File: src/design/bpt_pkg.sv
`timescale 1ns / 1ps
// Shared types, constants and helper functions for the blink and portrait timer.
// Used by every module of the block but the checker; depends on nothing else.
package bpt_pkg;

    // Item and register field widths.
    localparam int TIME_W   = 32;
    localparam int STATE_W  = 3;
    localparam int DUR_W    = 16;
    localparam int OP_W     = 2;
    localparam int IN_W     = 56;
    localparam int OUT_W    = 72;
    localparam int ADDR_W   = 4;
    localparam int DATA_W   = 32;

    // Default seed, and timing constants in milliseconds.
    localparam logic [TIME_W-1:0] SEED_DEFAULT    = 32'h4348_444B;
    localparam logic [TIME_W-1:0] BLINK_BASE_MS   = 32'd4000;
    localparam logic [TIME_W-1:0] BLINK_SPAN      = 32'd3001;
    localparam logic [TIME_W-1:0] BLINK_LEN_MS    = 32'd120;
    localparam logic [DUR_W-1:0]  PORTRAIT_MAX_MS = 16'd10000;

    // Xorshift32 shift amounts.
    localparam int XS_A = 13;
    localparam int XS_B = 17;
    localparam int XS_C = 5;

    // Remainder by the blink span: reciprocal multiply, then one correction.
    localparam int RECIP_SHIFT = 40;
    localparam int RECIP_W     = 29;
    localparam logic [63:0] RECIP_FULL = (64'd1 << RECIP_SHIFT) / 64'(BLINK_SPAN);
    localparam logic [RECIP_W-1:0] SPAN_RECIP = RECIP_FULL[RECIP_W-1:0];
    localparam int PROD_W   = TIME_W + RECIP_W;
    localparam int QUOT_W   = PROD_W - RECIP_SHIFT;
    localparam int REM_W    = 13;
    localparam int OFFSET_W = 12;

    // Depth of the look-ahead offset queue.
    localparam int FIFO_DEPTH = 4;

    // Device states that suppress blinking.
    localparam logic [STATE_W-1:0] ST_LISTENING = 3'd1;
    localparam logic [STATE_W-1:0] ST_ERROR     = 3'd4;

    // Register indexes on the configuration port.
    localparam logic [1:0] REG_DISPLAY_MODE = 2'd0;
    localparam logic [1:0] REG_ARTWORK      = 2'd1;
    localparam logic [1:0] REG_PORTRAIT     = 2'd2;
    localparam logic [1:0] REG_SEED         = 2'd3;

    typedef enum logic [OP_W-1:0] {
        OP_TICK      = 2'd0,
        OP_SET_STATE = 2'd1,
        OP_PORTRAIT  = 2'd2
    } op_t;

    typedef enum logic [1:0] {
        MODE_HYBRID = 2'd0,
        MODE_ART    = 2'd1,
        MODE_NATIVE = 2'd2
    } mode_t;

    // Configuration seen by the datapath, plus one-cycle event pulses.
    typedef struct packed {
        logic [1:0]        display_mode;
        logic              artwork_allowed;
        logic              portrait_available;
        logic [TIME_W-1:0] seed_eff;
        logic              clear_portrait;
        logic              reseed;
    } cfg_t;

    // Character art without artwork permission, and code 3, act as native face.
    function automatic mode_t eff_mode(input logic [1:0] mode, input logic art);
        mode_t m;
        if (mode == MODE_HYBRID)
            m = MODE_HYBRID;
        else if (mode == MODE_ART && art)
            m = MODE_ART;
        else
            m = MODE_NATIVE;
        return m;
    endfunction

    function automatic logic [TIME_W-1:0] xorshift32(input logic [TIME_W-1:0] w);
        logic [TIME_W-1:0] v;
        v = w;
        v = v ^ (v << XS_A);
        v = v ^ (v >> XS_B);
        v = v ^ (v << XS_C);
        return v;
    endfunction

endpackage

File: src/design/bpt_cfg_regs.sv
`timescale 1ns / 1ps
// Configuration register file behind the APB-style port.
// Depends on bpt_pkg for register indexes, the mode function and cfg_t.
module bpt_cfg_regs (
    input  logic                       clk,
    input  logic                       rst_n,
    input  logic                       psel,
    input  logic                       penable,
    input  logic                       pwrite,
    input  logic [bpt_pkg::ADDR_W-1:0] paddr,
    input  logic [bpt_pkg::DATA_W-1:0] pwdata,
    output logic [bpt_pkg::DATA_W-1:0] prdata,
    output logic                       pready,
    output bpt_pkg::cfg_t              cfg
);

    logic [1:0]                 mode_reg, mode_next;
    logic                       art_reg, art_next;
    logic                       avail_reg, avail_next;
    logic [bpt_pkg::TIME_W-1:0] seed_reg, seed_next;
    logic                       clear_reg, clear_next;
    logic                       reseed_reg, reseed_next;
    logic                       wr_en;
    logic [1:0]                 reg_idx;

    assign pready  = 1'b1;
    assign wr_en   = psel & penable & pwrite;
    assign reg_idx = paddr[3:2];

    // Register writes and the side effects they trigger.
    always_comb
    begin
        mode_next   = mode_reg;
        art_next    = art_reg;
        avail_next  = avail_reg;
        seed_next   = seed_reg;
        clear_next  = 1'b0;
        reseed_next = 1'b0;
        if (wr_en)
        begin
            unique case (reg_idx)
                bpt_pkg::REG_DISPLAY_MODE:
                begin
                    mode_next  = pwdata[1:0];
                    clear_next = (bpt_pkg::eff_mode(pwdata[1:0], art_reg)
                                  == bpt_pkg::MODE_NATIVE);
                end
                bpt_pkg::REG_ARTWORK:
                begin
                    art_next   = pwdata[0];
                    clear_next = ~pwdata[0];
                end
                bpt_pkg::REG_PORTRAIT:
                begin
                    avail_next = pwdata[0];
                    clear_next = ~pwdata[0];
                end
                bpt_pkg::REG_SEED:
                begin
                    seed_next   = pwdata;
                    reseed_next = 1'b1;
                end
                default:
                begin
                    clear_next = 1'b0;
                end
            endcase
        end
    end

    always_ff @(posedge clk or negedge rst_n)
    begin
        if (!rst_n)
        begin
            mode_reg   <= '0;
            art_reg    <= 1'b0;
            avail_reg  <= 1'b0;
            seed_reg   <= '0;
            clear_reg  <= 1'b0;
            reseed_reg <= 1'b0;
        end
        else
        begin
            mode_reg   <= mode_next;
            art_reg    <= art_next;
            avail_reg  <= avail_next;
            seed_reg   <= seed_next;
            clear_reg  <= clear_next;
            reseed_reg <= reseed_next;
        end
    end

    // Read data follows the address directly.
    always_comb
    begin
        unique case (reg_idx)
            bpt_pkg::REG_DISPLAY_MODE: prdata = {30'd0, mode_reg};
            bpt_pkg::REG_ARTWORK:      prdata = {31'd0, art_reg};
            bpt_pkg::REG_PORTRAIT:     prdata = {31'd0, avail_reg};
            bpt_pkg::REG_SEED:         prdata = seed_reg;
            default:                   prdata = '0;
        endcase
    end

    always_comb
    begin
        cfg.display_mode       = mode_reg;
        cfg.artwork_allowed    = art_reg;
        cfg.portrait_available = avail_reg;
        cfg.seed_eff           = (seed_reg == '0) ? bpt_pkg::SEED_DEFAULT : seed_reg;
        cfg.clear_portrait     = clear_reg;
        cfg.reseed             = reseed_reg;
    end

endmodule

File: src/design/bpt_offset_gen.sv
`timescale 1ns / 1ps
// Look-ahead generator of blink offsets: xorshift32, a pipelined remainder by
// the blink span, and a small queue. Depends on bpt_pkg for constants.
module bpt_offset_gen (
    input  logic                         clk,
    input  logic                         rst_n,
    input  logic                         reseed,
    input  logic [bpt_pkg::TIME_W-1:0]   seed_eff,
    input  logic                         pop,
    output logic                         head_valid,
    output logic [bpt_pkg::OFFSET_W-1:0] head_offset
);

    localparam int PTR_W = $clog2(bpt_pkg::FIFO_DEPTH);
    localparam int CNT_W = $clog2(bpt_pkg::FIFO_DEPTH + 1);

    logic [bpt_pkg::TIME_W-1:0]   gen_reg, gen_next;
    logic                         v1_reg, v1_next;
    logic [bpt_pkg::TIME_W-1:0]   x1_reg;
    logic [bpt_pkg::PROD_W-1:0]   prod1_reg;
    logic                         v2_reg, v2_next;
    logic [bpt_pkg::REM_W-1:0]    rem2_reg;
    logic [bpt_pkg::OFFSET_W-1:0] fifo_mem_reg [bpt_pkg::FIFO_DEPTH];
    logic [PTR_W-1:0]             wr_ptr_reg, wr_ptr_next;
    logic [PTR_W-1:0]             rd_ptr_reg, rd_ptr_next;
    logic [CNT_W-1:0]             count_reg, count_next;

    logic [CNT_W-1:0]             total;
    logic                         issue;
    logic [bpt_pkg::TIME_W-1:0]   x_issue;
    logic [bpt_pkg::PROD_W-1:0]   prod_next;
    logic [bpt_pkg::QUOT_W-1:0]   quot;
    logic [bpt_pkg::TIME_W-1:0]   quot_span;
    logic [bpt_pkg::TIME_W-1:0]   rem_wide;
    logic [bpt_pkg::REM_W-1:0]    rem_fix;

    assign head_valid  = (count_reg != '0);
    assign head_offset = fifo_mem_reg[rd_ptr_reg];

    // Issue a new word while queue plus pipeline stay within the queue depth.
    always_comb
    begin
        total = count_reg + CNT_W'(v1_reg) + CNT_W'(v2_reg);
        issue = ~reseed & ((total < CNT_W'(bpt_pkg::FIFO_DEPTH)) | pop);
        x_issue   = bpt_pkg::xorshift32(gen_reg);
        prod_next = bpt_pkg::PROD_W'(x_issue) * bpt_pkg::PROD_W'(bpt_pkg::SPAN_RECIP);
    end

    // Stage two: remainder estimate, known to lie below twice the span.
    always_comb
    begin
        quot      = prod1_reg[bpt_pkg::PROD_W-1:bpt_pkg::RECIP_SHIFT];
        quot_span = bpt_pkg::TIME_W'(quot) * bpt_pkg::BLINK_SPAN;
        rem_wide  = x1_reg - quot_span;
    end

    // Stage three: final correction before the word enters the queue.
    always_comb
    begin
        if (rem2_reg >= bpt_pkg::REM_W'(bpt_pkg::BLINK_SPAN))
            rem_fix = rem2_reg - bpt_pkg::REM_W'(bpt_pkg::BLINK_SPAN);
        else
            rem_fix = rem2_reg;
    end

    // Control next-state: a seed reload flushes the pipeline and the queue.
    always_comb
    begin
        if (reseed)
        begin
            gen_next    = seed_eff;
            v1_next     = 1'b0;
            v2_next     = 1'b0;
            wr_ptr_next = '0;
            rd_ptr_next = '0;
            count_next  = '0;
        end
        else
        begin
            gen_next    = issue ? x_issue : gen_reg;
            v1_next     = issue;
            v2_next     = v1_reg;
            wr_ptr_next = wr_ptr_reg + PTR_W'(v2_reg);
            rd_ptr_next = rd_ptr_reg + PTR_W'(pop);
            count_next  = count_reg + CNT_W'(v2_reg) - CNT_W'(pop);
        end
    end

    always_ff @(posedge clk or negedge rst_n)
    begin
        if (!rst_n)
        begin
            gen_reg    <= bpt_pkg::SEED_DEFAULT;
            v1_reg     <= 1'b0;
            v2_reg     <= 1'b0;
            wr_ptr_reg <= '0;
            rd_ptr_reg <= '0;
            count_reg  <= '0;
        end
        else
        begin
            gen_reg    <= gen_next;
            v1_reg     <= v1_next;
            v2_reg     <= v2_next;
            wr_ptr_reg <= wr_ptr_next;
            rd_ptr_reg <= rd_ptr_next;
            count_reg  <= count_next;
        end
    end

    // Datapath registers of the remainder pipeline and the queue entries.
    always_ff @(posedge clk)
    begin
        x1_reg    <= x_issue;
        prod1_reg <= prod_next;
        rem2_reg  <= rem_wide[bpt_pkg::REM_W-1:0];
        if (v2_reg && !reseed)
            fifo_mem_reg[wr_ptr_reg] <= rem_fix[bpt_pkg::OFFSET_W-1:0];
    end

endmodule

File: src/design/bpt_core.sv
`timescale 1ns / 1ps
// Item datapath: input register, blink and portrait state update, result register.
// Depends on bpt_pkg and takes blink offsets from bpt_offset_gen.
module bpt_core (
    input  logic                         clk,
    input  logic                         rst_n,
    input  bpt_pkg::cfg_t                cfg,
    input  logic                         s_tvalid,
    output logic                         s_tready,
    input  logic [bpt_pkg::IN_W-1:0]     s_tdata,
    output logic                         m_tvalid,
    input  logic                         m_tready,
    output logic [bpt_pkg::OUT_W-1:0]    m_tdata,
    input  logic                         head_valid,
    input  logic [bpt_pkg::OFFSET_W-1:0] head_offset,
    output logic                         pop
);

    localparam int TW = bpt_pkg::TIME_W;

    // Input register.
    logic                     in_valid_reg, in_valid_next;
    logic [bpt_pkg::IN_W-1:0] in_data_reg;

    // Block state.
    logic                     shut_reg, shut_next;
    logic                     pflag_reg, pflag_next;
    logic [TW-1:0]            pend_reg, pend_next;
    logic [TW-1:0]            bend_reg, bend_next;
    logic [TW-1:0]            due_reg, due_next;
    logic [bpt_pkg::STATE_W-1:0] cur_reg, cur_next;
    logic [TW-1:0]            changed_reg, changed_next;
    logic                     due_pending_reg, due_pending_next;

    // Result register.
    logic                      out_valid_reg, out_valid_next;
    logic [bpt_pkg::OUT_W-1:0] out_data_reg, out_data_next;

    // Decoded item and per-item working signals.
    bpt_pkg::op_t                op;
    logic [TW-1:0]               now;
    logic [bpt_pkg::STATE_W-1:0] st;
    logic [bpt_pkg::DUR_W-1:0]   dur;
    logic [bpt_pkg::DUR_W-1:0]   dur_clamped;
    bpt_pkg::mode_t              eff;
    logic                        fire;
    logic                        plan;
    logic [TW-1:0]               due_plan;
    logic [TW-1:0]               since_end;
    logic [TW-1:0]               remain;
    logic                        render;
    logic                        item_shut;
    logic                        item_pflag;
    logic [TW-1:0]               item_pend;
    logic [TW-1:0]               item_bend;
    logic [TW-1:0]               item_due;
    logic [bpt_pkg::STATE_W-1:0] item_cur;
    logic [TW-1:0]               item_changed;

    assign op  = bpt_pkg::op_t'(in_data_reg[1:0]);
    assign now = in_data_reg[33:2];
    assign st  = in_data_reg[36:34];
    assign dur = in_data_reg[52:37];
    assign eff = bpt_pkg::eff_mode(cfg.display_mode, cfg.artwork_allowed);

    // An item goes through when the result slot frees up, an offset is on hand and no first schedule is pending.
    assign fire     = in_valid_reg & (~out_valid_reg | m_tready) & head_valid
                      & ~due_pending_reg;
    assign s_tready = ~in_valid_reg | fire;
    assign m_tvalid = out_valid_reg;
    assign m_tdata  = out_data_reg;
    assign pop      = (fire & plan) | (due_pending_reg & head_valid);

    // State update for the item held in the input register.
    always_comb
    begin
        item_shut    = shut_reg;
        item_pflag   = pflag_reg;
        item_pend    = pend_reg;
        item_bend    = bend_reg;
        item_due     = due_reg;
        item_cur     = cur_reg;
        item_changed = changed_reg;
        plan         = 1'b0;
        due_plan     = now + bpt_pkg::BLINK_BASE_MS + TW'(head_offset);
        since_end    = now - pend_reg;
        dur_clamped  = (dur > bpt_pkg::PORTRAIT_MAX_MS) ? bpt_pkg::PORTRAIT_MAX_MS : dur;
        unique case (op)
            bpt_pkg::OP_TICK:
            begin
                // Hybrid mode drops the request once its end time has passed.
                if (pflag_reg && eff == bpt_pkg::MODE_HYBRID && !since_end[TW-1])
                    item_pflag = 1'b0;
                if (cur_reg == bpt_pkg::ST_ERROR || cur_reg == bpt_pkg::ST_LISTENING)
                begin
                    item_shut = 1'b0;
                    plan      = (now >= due_reg);
                end
                else if (!shut_reg && now >= due_reg)
                begin
                    item_shut = 1'b1;
                    item_bend = now + bpt_pkg::BLINK_LEN_MS;
                end
                else if (shut_reg && now >= bend_reg)
                begin
                    item_shut = 1'b0;
                    plan      = 1'b1;
                end
                if (plan)
                    item_due = due_plan;
            end
            bpt_pkg::OP_SET_STATE:
            begin
                if (st != cur_reg)
                begin
                    item_cur     = st;
                    item_changed = now;
                end
            end
            bpt_pkg::OP_PORTRAIT:
            begin
                if (cfg.artwork_allowed && eff != bpt_pkg::MODE_NATIVE)
                begin
                    item_pflag = 1'b1;
                    item_pend  = now + TW'(dur_clamped);
                end
            end
            default:
            begin
                plan = 1'b0;
            end
        endcase

        // Portrait rendering decision after the operation.
        remain = item_pend - now;
        if (!cfg.artwork_allowed || !cfg.portrait_available
            || eff == bpt_pkg::MODE_NATIVE)
            render = 1'b0;
        else if (eff == bpt_pkg::MODE_ART)
            render = 1'b1;
        else
            render = item_pflag & (remain != '0) & ~remain[TW-1];

        out_data_next = {5'd0, item_changed, item_due, item_pflag, render, item_shut};
    end

    // Next state: configuration events, the first schedule after reset or a reseed, items.
    always_comb
    begin
        shut_next        = shut_reg;
        pflag_next       = pflag_reg;
        pend_next        = pend_reg;
        bend_next        = bend_reg;
        due_next         = due_reg;
        cur_next         = cur_reg;
        changed_next     = changed_reg;
        due_pending_next = due_pending_reg;
        if (cfg.reseed)
        begin
            due_pending_next = 1'b1;
        end
        else if (due_pending_reg && head_valid)
        begin
            due_next         = bpt_pkg::BLINK_BASE_MS + TW'(head_offset);
            due_pending_next = 1'b0;
        end
        else if (fire)
        begin
            shut_next    = item_shut;
            pflag_next   = item_pflag;
            pend_next    = item_pend;
            bend_next    = item_bend;
            due_next     = item_due;
            cur_next     = item_cur;
            changed_next = item_changed;
        end
        if (cfg.clear_portrait)
            pflag_next = 1'b0;

        in_valid_next  = (s_tvalid & s_tready) | (in_valid_reg & ~fire);
        out_valid_next = fire | (out_valid_reg & ~m_tready);
    end

    always_ff @(posedge clk or negedge rst_n)
    begin
        if (!rst_n)
        begin
            in_valid_reg    <= 1'b0;
            out_valid_reg   <= 1'b0;
            shut_reg        <= 1'b0;
            pflag_reg       <= 1'b0;
            pend_reg        <= '0;
            bend_reg        <= '0;
            due_reg         <= '0;
            cur_reg         <= '0;
            changed_reg     <= '0;
            due_pending_reg <= 1'b1;
        end
        else
        begin
            in_valid_reg    <= in_valid_next;
            out_valid_reg   <= out_valid_next;
            shut_reg        <= shut_next;
            pflag_reg       <= pflag_next;
            pend_reg        <= pend_next;
            bend_reg        <= bend_next;
            due_reg         <= due_next;
            cur_reg         <= cur_next;
            changed_reg     <= changed_next;
            due_pending_reg <= due_pending_next;
        end
    end

    // Payload registers.
    always_ff @(posedge clk)
    begin
        if (s_tvalid && s_tready)
            in_data_reg <= s_tdata;
        if (fire)
            out_data_reg <= out_data_next;
    end

endmodule

File: src/design/blink_and_portrait_timer.sv
`timescale 1ns / 1ps
// Top level of the blink and portrait timer.
// Instantiates bpt_cfg_regs, bpt_offset_gen and bpt_core; uses bpt_pkg.
//
// Usage:
//   Items arrive on the s_axis stream (op, now_ms, device_state, duration_ms)
//   and every accepted item yields exactly one result transaction on m_axis
//   (eyes_closed, render_portrait, portrait_pending, next_blink_time,
//   state_change_time). Registers are written over the APB-style port while
//   the stream is idle; pready is always high and reads return register values.
//   An accepted item passes the input register, then the result register. The
//   block sustains one item per cycle while results are taken and no rebuild
//   is pending; that rate is set by the single-pass update between the input
//   and result registers, fed by a queue of precomputed blink offsets that a
//   three-stage remainder pipeline keeps topped up. The queue and the first
//   blink schedule are rebuilt after reset or a seed register write; meanwhile
//   items wait in the input register. If the receiver stalls, the result holds
//   in the output register, one more item is taken into the input register,
//   and then s_axis_tready drops until the result is taken.
module blink_and_portrait_timer (
    input  logic        clk,
    input  logic        rst_n,
    // APB-style configuration port.
    input  logic        psel,
    input  logic        penable,
    input  logic        pwrite,
    input  logic [3:0]  paddr,
    input  logic [31:0] pwdata,
    output logic [31:0] prdata,
    output logic        pready,
    // Input stream.
    input  logic        s_axis_tvalid,
    output logic        s_axis_tready,
    // tdata from bit 0: op[1:0], now_ms[33:2], device_state[36:34],
    // duration_ms[52:37], zero fill [55:53]
    input  logic [55:0] s_axis_tdata,
    // Result stream.
    output logic        m_axis_tvalid,
    input  logic        m_axis_tready,
    // tdata from bit 0: eyes_closed[0], render_portrait[1], portrait_pending[2],
    // next_blink_time[34:3], state_change_time[66:35], zero fill [71:67]
    output logic [71:0] m_axis_tdata
);

    bpt_pkg::cfg_t                cfg;
    logic                         head_valid;
    logic [bpt_pkg::OFFSET_W-1:0] head_offset;
    logic                         pop;

    bpt_cfg_regs u_cfg_regs (
        .clk     (clk),
        .rst_n   (rst_n),
        .psel    (psel),
        .penable (penable),
        .pwrite  (pwrite),
        .paddr   (paddr),
        .pwdata  (pwdata),
        .prdata  (prdata),
        .pready  (pready),
        .cfg     (cfg)
    );

    bpt_offset_gen u_offset_gen (
        .clk         (clk),
        .rst_n       (rst_n),
        .reseed      (cfg.reseed),
        .seed_eff    (cfg.seed_eff),
        .pop         (pop),
        .head_valid  (head_valid),
        .head_offset (head_offset)
    );

    bpt_core u_core (
        .clk         (clk),
        .rst_n       (rst_n),
        .cfg         (cfg),
        .s_tvalid    (s_axis_tvalid),
        .s_tready    (s_axis_tready),
        .s_tdata     (s_axis_tdata),
        .m_tvalid    (m_axis_tvalid),
        .m_tready    (m_axis_tready),
        .m_tdata     (m_axis_tdata),
        .head_valid  (head_valid),
        .head_offset (head_offset),
        .pop         (pop)
    );

endmodule

File: config.mk
export PLATFORM = sky130hd
export DESIGN_NAME = blink_and_portrait_timer
export DESIGN_NICKNAME = d
export VERILOG_FILES = /design/src/design/bpt_pkg.sv /design/src/design/bpt_cfg_regs.sv /design/src/design/bpt_offset_gen.sv /design/src/design/bpt_core.sv /design/src/design/blink_and_portrait_timer.sv
export SDC_FILE = /design/constraint.sdc
export NUM_CORES = 2
export LEC_CHECK = 0
export BUFFER_PORTS_ARGS = -buffer_cell sky130_fd_sc_hd__buf_2
export CAP_MARGIN = 20
export CORE_AREA = 2 2 320 322
export CTS_CLUSTER_DIAMETER = 50
export DETAILED_ROUTE_END_ITERATION = 6
export DIE_AREA = 0 0 322 324
export MAX_ROUTING_LAYER = met4
export PLACE_DENSITY = 0.57
export RECOVER_POWER = 50
export SLEW_MARGIN = 20
export SYNTH_ARGS = -nofsm -noshare
export SYNTH_HDL_FRONTEND = slang
export SYNTH_HIERARCHICAL = 1
export SYNTH_SLANG_ARGS = --single-unit
File: constraint.sdc
create_clock -name clk -period 8.89 [get_ports clk]
set_clock_uncertainty 0.15 [all_clocks]
set_input_delay 0.4445 -clock clk [delete_from_list [all_inputs] [get_ports clk]]
set_output_delay 0.4445 -clock clk [all_outputs]
set_load 0.01 [all_outputs]
==> flow_metrics.tcl <==
set metrics [dict create \
    status "finished, violations left" \
    core_area_um2 101000 \
    portBuffers 194 \
    stdcell_count 5619 \
    cts_tree "built" \
    grt_antenna_before_repair 8 \
    slew_violations 320 \
    yosysTopAreaCellShare_pct 19.5 \
    synth_area_um2 40000 \
    grt_pass1_vias 28900 \
    synth_common_cells "inv_1, ha_1, fa_1" \
    htree_levels 2 \
    drtAntennaViolNets 0 \
    finalSetupTns_ps 0 \
    crit_type "reg2reg" \
    postSynth.asyncResetShare_pct 50.9 \
    routedWlPerCell_um 20.1 \
    placed_area_um2 42900 \
    grt-ovfl-total 0 \
    fill_cells 9728 \
    dp_hpwl_mm 91.3 \
    seq_area_frac_synth_pct 28.0 \
    max-cap-violations 5 \
    drive_gt1_share_pct 9.96 \
    cp_max_fo 6 \
    cts-buffers-inserted 59 \
    die_w_um 322 \
    initial_core_util_pct 39.6 \
    postCtsSetupBuffers 0 \
    period_needed_ps 8120 \
    hold_path_class "in2reg" \
    setup_viol 0 \
    design_area_um2 45600 \
    synth_most_common_cell "inv_1" \
    r2r_cells 24 \
    routed_wl_mm 113 \
    post_cts_resize_count 0 \
    synth_cell_types 104 \
    startpoint_type "flop" \
    synthCells 3929 \
    largest_reg_flops 67 \
    rows 117 \
    cts_buffer_depth 3 \
    worst_slew_pin_slew_ps 5950 \
    grt_first_pass_wirelength_mm 173 \
    syn_area_per_cell_um2 10.2 \
    place_ws_ps 884 \
    hold_start "paddr[3]" \
    globalplace.congestion 0.936 \
    hold_buffers 88 \
    synth_seq_cells 422 \
    cp-end-kind "flop" \
    synth_top_area_cell "fa_1" \
    clk_pin_slew_ps 60 \
    hold_path_end "u_cfg_regs/clear_reg$_DFF_PN0_" \
    max_slew_margin_pct -297 \
    die-area_um2 104000 \
    drc 0 \
    synth_flop_cell "dfrtp_1" \
    violations "capacitance limit, slew limit" \
    grt_max_degree 100 \
    seq_area_um2 11200 \
    synth_area_leaders "fa_1, ha_1, dfrtp_1" \
    grt_use_total_pct 22.4 \
    fmax_mhz 123 \
    r2r-start "u_offset_gen/gen_reg[5]$_DFFE_PN0P_" \
    synth_edf_count 168 \
    setup_ws_ps 767 \
    vias 28800 \
    multiInputGateArea_um2 25300 \
    reg2reg_to "u_offset_gen/prod1_reg[50]$_DFF_P_" \
    yosys_warnings 6 \
    rsz0062_at_grt "no" \
    first_pass_iters 6 \
    worst-endpoint-required_ps 9220 \
    die_y_um 324 \
    finalHoldViolCount 0 \
    period_share_pct 91.4 \
    clock-root-buffer "clkbuf_16" \
    via_per_inst 5.13 \
    areaGrowthSynthToFinish_pct 13.8 \
    drt_iter0_markers 1892 \
    hold_path_depth 4 \
    nets 5220 \
    io_pins 206 \
    numClockSinks 422 \
    clock_latency_ps 650 \
    dp_cells 5416 \
    r2r_slack_ps 770 \
    arrival_ps 8460 \
]
-- placed cells by master, fill, tap and decap left out, drive strengths merged, types with 143 or more instances in the layout --
master and n:
a21oi 143, buf 168, clkbuf 197, dfrtp 203, edfxtp 168, fa 391, ha 473, inv 791
nand2 243, nor2 160, o21ai 204, xnor2 185
-- worst max path at each step --
| stage | start | endpoint | slack (ps) | cells after the start |
|---|---|---|---|---|
| global route | u_offset_gen/gen_reg[5]$_DFFE_PN0P_ | u_offset_gen/prod1_reg[49]$_DFF_P_ | 250 | 24 |
| floorplan | u_offset_gen/gen_reg[17]$_DFFE_PN0P_ | u_offset_gen/prod1_reg[50]$_DFF_P_ | 1590 | 22 |
| detailed placement | u_offset_gen/gen_reg[13]$_DFFE_PN0P_ | u_offset_gen/prod1_reg[50]$_DFF_P_ | 880 | 22 |
| CTS | u_offset_gen/gen_reg[13]$_DFFE_PN0P_ | u_offset_gen/prod1_reg[50]$_DFF_P_ | 810 | 22 |
| global placement | u_offset_gen/gen_reg[13]$_DFFE_PN0P_ | u_offset_gen/prod1_reg[50]$_DFF_P_ | 1000 | 22 |
| finish | u_offset_gen/gen_reg[5]$_DFFE_PN0P_ | u_offset_gen/prod1_reg[50]$_DFF_P_ | 770 | 24 |
-- layout make-up --
cell class                 instances  area share [%]
multi-input combinational       2619            55.6
clock buffer                      80            3.66
clock inverter                    32           0.876
tap                             1309            3.60
inverter                         782            6.44
antenna                            2          0.0110
sequential                       422            24.6
timing repair buffer             373            5.20
-- layer usage --
metal  global-route usage [%]  part of all wire [%]  wire (um)
met5                        -                     0          0
met2                     34.1                    45      50600
met1                     32.1                    48      54200
met4                     4.06                   1.6       1840
met3                     3.21                   5.5       6230
-- stage by stage --
step                util [%]  hold WS [ps]
floorplan                  -         -1.09
global placement        42.5           246
detailed placement      42.5           255
CTS                     45.4          33.6
global route            45.1          66.8
finish                  45.1          66.8
-- logic make-up (layout without fill, tap and decap cells) --
logic type | Yosys count | in the layout | share of synthesized area (%)
fa+ha+maj | 864 | 864 | 34.3
other cells | 2 | 10 | 0.0188
xor+xnor | 246 | 246 | 5.46
mux | 153 | 153 | 4.81
compound gates | 617 | 617 | 9.90
flops | 422 | 422 | 28.0
buf+inv | 894 | 1267 | 8.66
simple gates | 731 | 731 | 8.80
-- worst max-delay path, stage by stage (launching register included) --
cell and delay, ps:
dfrtp_1 470, xnor2_1 190, buf_4 170, xor2_1 300, xnor2_1 190, clkbuf_1 450
inv_1 180, nor2_1 440, fa_1 530, fa_1 550, fa_1 460, fa_1 550
inv_1 60, fa_1 530, inv_1 60, fa_1 470, ha_1 320, a21oi_1 340
o211ai_1 170, a311oi_1 350, buf_4 200, nand4b_1 170, nand2b_1 190, a21oi_1 100
o311ai_0 370
Power is left out: the tool's default activity adds up to more than one toggle a clock period on the data nets, which glitch-free logic cannot reach.
